<file path="config.mk">
export PLATFORM = sky130hd
export DESIGN_NAME = met_ctrl
export DESIGN_NICKNAME = d
export VERILOG_FILES = /design/src/rtl/core/met_pkg.sv /design/src/rtl/core/met_ctrl.sv
export SDC_FILE = /design/constraint.sdc
export NUM_CORES = 1
export LEC_CHECK = 0
export BUFFER_PORTS_ARGS = -buffer_cell sky130_fd_sc_hd__buf_2
export CORE_AREA = 5 5 42 44
export CTS_CLUSTER_DIAMETER = 200
export CTS_CLUSTER_SIZE = 30
export DETAILED_ROUTE_END_ITERATION = 10
export DIE_AREA = 0 0 47 49
export SYNTH_ARGS = -nofsm -noshare
export SYNTH_HDL_FRONTEND = slang
export SYNTH_SLANG_ARGS = --single-unit
</file>
<file path="constraint.sdc">
create_clock -name i_clk -period 1.5 [get_ports i_clk]
set_clock_uncertainty 0.1 [all_clocks]
set_input_delay 0.3 -clock i_clk [delete_from_list [all_inputs] [get_ports i_clk]]
set_output_delay 0.3 -clock i_clk [all_outputs]
set_load 0.02 [all_outputs]
</file>
<file path="src/rtl/core/met_pkg.sv">
package met_pkg;

    // default number of fraction bits of the fixed-point format
    localparam int FRAC_BITS_DEF = 28;

    // register indexes of the configuration port
    localparam logic CFG_MAX_ITER = 1'b0;
    localparam logic CFG_LIMIT    = 1'b1;

    localparam int unsigned MAX_ITER_RST = 255;
    localparam int unsigned LIMIT_RST    = 268435456;

    // saturation bounds of the 32-bit value format
    localparam logic signed [31:0] S32_MAX = 32'sh7FFF_FFFF;
    localparam logic signed [31:0] S32_MIN = 32'sh8000_0000;
    localparam logic signed [63:0] S64_HI  = 64'sd2147483647;
    localparam logic signed [63:0] S64_LO  = -64'sd2147483648;
    localparam logic signed [33:0] S34_HI  = 34'sd2147483647;
    localparam logic signed [33:0] S34_LO  = -34'sd2147483648;

    // input beat: point c
    typedef struct packed {
        logic signed [31:0] c_real;
        logic signed [31:0] c_imag;
    } t_point;

    // output beat
    typedef struct packed {
        logic [7:0] gray_level;
        logic       escaped;
    } t_result;

    // controller states
    typedef enum logic [1:0] {
        ST_IDLE,
        ST_MUL,
        ST_UPD
    } t_state;

    // controller to datapath
    typedef struct packed {
        logic load;
        logic mul;
        logic step;
        logic fin;
    } t_cmd;

    // datapath to controller
    typedef struct packed {
        logic escape;
        logic last;
        logic out_free;
    } t_sts;

    // floor shift of a product, clamped to the 32-bit range
    function automatic logic signed [31:0] sat_shr(input logic signed [63:0] v,
                                                   input int unsigned sh);
        logic signed [63:0] s;
        s = v >>> sh;
        if (s > S64_HI) begin
            return S32_MAX;
        end else if (s < S64_LO) begin
            return S32_MIN;
        end else begin
            return s[31:0];
        end
    endfunction

    // clamp a sum of up to three terms to the 32-bit range
    function automatic logic signed [31:0] sat34(input logic signed [33:0] v);
        if (v > S34_HI) begin
            return S32_MAX;
        end else if (v < S34_LO) begin
            return S32_MIN;
        end else begin
            return v[31:0];
        end
    endfunction

endpackage

</file>
<file path="src/rtl/core/met_ctrl.sv">
module met_ctrl (
    input  logic          i_clk,
    input  logic          i_rst_n,
    input  logic          i_in_valid,
    output logic          o_in_ready,
    input  met_pkg::t_sts i_sts,
    output met_pkg::t_cmd o_cmd
);
    import met_pkg::*;

    t_state r_state;
    t_state n_state;

    // state register
    always_ff @(posedge i_clk) begin
        if (!i_rst_n) begin
            r_state <= ST_IDLE;
        end else begin
            r_state <= n_state;
        end
    end

    // next state
    always_comb begin
        n_state = r_state;
        unique case (r_state)
            ST_IDLE: begin
                if (i_in_valid) begin
                    n_state = ST_MUL;
                end
            end
            ST_MUL: begin
                n_state = ST_UPD;
            end
            ST_UPD: begin
                if (i_sts.escape || i_sts.last) begin
                    if (i_sts.out_free) begin
                        n_state = ST_IDLE;
                    end
                end else begin
                    n_state = ST_MUL;
                end
            end
            default: begin
                n_state = ST_IDLE;
            end
        endcase
    end

    // outputs
    always_comb begin
        o_cmd      = '0;
        o_in_ready = 1'b0;
        unique case (r_state)
            ST_IDLE: begin
                o_in_ready = 1'b1;
                o_cmd.load = i_in_valid;
            end
            ST_MUL: begin
                o_cmd.mul = 1'b1;
            end
            ST_UPD: begin
                if (i_sts.escape || i_sts.last) begin
                    o_cmd.fin = i_sts.out_free;
                end else begin
                    o_cmd.step = 1'b1;
                end
            end
            default: begin
                o_cmd = '0;
            end
        endcase
    end

    // an accepted point always starts a multiply
    a_load_to_mul: assert property (@(posedge i_clk) disable iff (!i_rst_n)
        (r_state == ST_IDLE) && i_in_valid |=> (r_state == ST_MUL))
        else $error("accepted point did not start the multiply");

    // a result is only written into a free output slot
    a_fin_free: assert property (@(posedge i_clk) disable iff (!i_rst_n)
        o_cmd.fin |-> i_sts.out_free)
        else $error("result written over an untaken beat");

    // an update and a finish never share a cycle
    a_step_or_fin: assert property (@(posedge i_clk) disable iff (!i_rst_n)
        !(o_cmd.step && o_cmd.fin))
        else $error("update and finish in the same cycle");

endmodule

</file>
Yosys cells after proc, flatten, opt, wreduce, memory -nomap -nowiden
Index checks and enable logic that the tools add are counted.
{"block": "word_totals", "reg_bits": 2, "latchBits": 0, "ram_bits": 0, "mem_bits_ro": 0, "wordCells": 18, "mem_count": 0}
{"block": "classes", "addsub": 0, "multipliers": 0, "div": 0, "order_cmp": 0, "n_eq_ne": 4, "shift": 0, "muxes": 10, "bitwise": 0, "reduce_logical": 3}
{"operator": "$mux W2", "count": 4}
{"operator": "$pmux W2 S3", "count": 1}
{"operator": "$mux W1", "count": 5}
{"operator": "$ne A3 B3 Y1 const B", "count": 1}
{"operator": "$eq A2 B1 Y1 const B", "count": 1}
{"operator": "$eq A2 B2 Y1 const B", "count": 1}
{"operator": "$logic_not A2 Y1", "count": 1}
{"operator": "$ne A2 B2 Y1 const B", "count": 1}
{"operator": "$reduce_and A2 Y1", "count": 1}
{"operator": "$logic_or A1 B1 Y1", "count": 1}

Depth between registers and ports, before layout
{"block": "depth", "ltp_word": 3, "mapped_depth": 2, "ltp_nobuf": 2}

Least setup slack after synthesis
No wires, ideal clock.
{"block": "synth_timing", "kind": "register to output", "startpoint": "register r_state[0]", "endpoint": "output port o_cmd[0] (netlist name)", "t_arrival_ns": 1.008, "path_slack_ns": 0.092, "path_stages_with_launch": 3, "cell_sequence": "dfxtp_1 -> nand2b_1 -> nor3b_1"}
{"item": "start, declared", "line_no": "met_ctrl.sv:11", "rtl": "t_state r_state;"}
{"item": "start signal, assigned", "line_no": "met_ctrl.sv:19", "rtl": "r_state <= n_state;"}
{"item": "end, declared", "line_no": "met_ctrl.sv:7", "rtl": "output met_pkg::t_cmd o_cmd"}

==> results.cfg <==
[run_status]
status = completed

[clocking]
clk_pin_slew_ns = 0.03
cts_max_level = 1
ctsRootBufferMaster = clkbuf_4
cts_buffers = 3
ctsHoldBuffers = 0
clkLatencyLatePin_ns = 0.22
cts_buffer_depth = 2
cts_tree = built
cts_num_sinks = 2
postCtsSetupBuffers = 0

[setup_path]
rrSetupSlack_ns = 0.37
slowest_stage = dfxtp_2
slowest_delay_ns = 0.33
crit_cells = 3
worstPathRequired_ns = 1.10
cpLargestDelayFamily = simple AND/OR/NAND/NOR gates
path_class = reg2out
worst-path-buf-inv = 1
reg2reg_depth = 2
critical_path.endpoint_type = output pin
start_kind = register
crit_chain = nand2b_4 > nor3b_2 > buf_4
cp_max_fo = 5
cp.arrival_ns = 1.05

[route]
dr.pass1.iters = 2
wl_um = 393
first_iter_violations = 1
ant_nets = 0
vias = 158
drc = 0
wl_per_cell_um = 8.932
via_per_inst = 3.591

[layout]
final_util = 0.1652
largest-register = r_state
seq_area_sq_um = 42.54
largest_register_ffs = 2
drive_gt1_frac = 0.6071
nNetsFinal = 36
filler_cell_count = 170
instances_no_fill = 44
multi_input_area_sq_um = 90.09
area_growth_pct = 79.61
antennaDiodeCount = 0
reg_top3 = r_state (2)

[yosys]
syn_inst = 16
synthMuxAreaShare = 0
syn_nets = 22
yosys.area.top_type = dfxtp_1
ys_seq_area_frac = 0.3107
yosys.cell_types.count = 13
ys_ff_latch = 2
synth.top_cell.area_share = 0.3107
synth_compound_area_frac = 0.1262
synthSimpleGateAreaFrac = 0.4757
yosysWarnings = 0
syn_avg_cell_area_sq_um = 8.055
synth_top_family_by_area = simple AND/OR/NAND/NOR gates
synthXorXnorAreaFrac = 0
yosys.area_share.adder = 0
synth_area_leaders = dfxtp_1 31%, nand2b_1 9.7%, o41ai_1 6.8%
synthesis.area_sq_um = 128.9

[global_route]
grt_pass1_vias = 182
grt_pass1_wl_um = 607
grt_max_degree = 7
grt-ovfl-total = 0
antenna_found_initial = 0
track_usage = 0.03865

[sta]
hold_viol = 0
max_slew_margin = 0.8282
drv_slew = 0
rsz0062_at_grt = true
worstMarginPinSlew_ns = 0.2543
setup_violations = 0
min_period_ns = 1.448
post-route-period-util = 0.9651
setup_tns_ns = 0
max_freq_mhz = 690.7

[floorplan]
ios = 11
die_area_sq_um = 2303
row_count = 14
die_w_um = 47
core_sq_um = 1401
fp.dieH_um = 49
initial_core_util = 0.09196

[placement]
port_buffers = 10
placed_cells = 41
gp_congestion = 0.6735

[power]
powerDensity_nw_per_um2 = 973.2
leakage_nw = 0.1047
ir_worst_vdd_v = 0.0001552

[flow_run]
drv_cap = 0

[hold_path]
whs_path_depth = 2
hold_path_class = in2reg
## layout by cell type (no fill, tap or decap)
| cell | Yosys | layout |
|---|---|---|
| and2_1 | 1 | 1 |
| nand2b_1 | 2 | 1 |
| buf_2 | 0 | 9 |
| dfxtp_2 | 0 | 2 |
| nand2b_4 | 0 | 1 |
| buf_4 | 1 | 1 |
| clkbuf_4 | 0 | 3 |
| a211oi_1 | 1 | 1 |
| nor2b_1 | 1 | 1 |
| o41ai_1 | 1 | 1 |
| nor3b_2 | 0 | 1 |
| inv_1 | 1 | 1 |
| nand3b_1 | 1 | 1 |
| or3b_1 | 1 | 1 |
| nor3_1 | 1 | 1 |
| nor2_1 | 2 | 2 |
## repair_timing
action | in CTS | in global routing
pin swaps | 0 | 1
resized for setup | 3 | 2
endpoints found under the setup margin | 2 | 2
## per-stage QoR
stage                     hold WS, ns  worst slack, ns  instance area [sq um]  power, mW
after global routing           0.1816         -0.01631                  231.5     0.2443
after detailed placement       0.3942           0.1703                  191.4     0.1052
after floorplan                0.3030          0.09189                  128.9    0.08879
after global placement         0.3851           0.2229                  191.4     0.1046
final                          0.1817          0.05229                  231.5     0.2253
after CTS                      0.1807         0.001525                  229.0     0.2328
## cell families after synthesis
family,Yosys count
buf+inv,2
compound gates,2
simple gates,10
flops,2
## metal layers
metal	vias to the layer above	GRT usage	wire (um)
met5	-	0	0
met2	8	0.05204	179
met1	68	0.03712	161
li1	82	-	-
met4	0	0.05530	0
met3	0	0.01107	52
## cells in the mapped netlist, drive strengths merged
library cell  number
nor2b              1
or3b               1
o41ai              1
dfxtp              2
a211oi             1
inv                1
nor3               1
nor3b              1
nand3b             1
and2               1
buf                1
nor2               2
nand2b             2
## cell type report
class,count,share of cell area
Clock buffer,3,0.09730
Sequential cell,2,0.1838
Multi-Input combinational cell,12,0.3892
Tap cell,16,0.08649
Inverter,1,0.01622
Timing Repair Buffer,10,0.2270
## final timing paths
| kind | from | end |
|---|---|---|
| worst max-delay path | r_state[0] | o_cmd[0] |
| worst min-delay path | i_sts[0] | r_state[1] |
| worst max register to register | r_state[1] | r_state[0] |
| worst min register to register | r_state[0] | r_state[0] |
## where the power goes
part / switching, mW / internal [mW] / total (mW)
clock network: 0.0281 / 0.0881 / 0.116
registers: 0.00505 / 0.0580 / 0.0631
logic: 0.0247 / 0.0213 / 0.0460
total: 0.0579 / 0.167 / 0.225
Power figures use the tool's default switching activity.
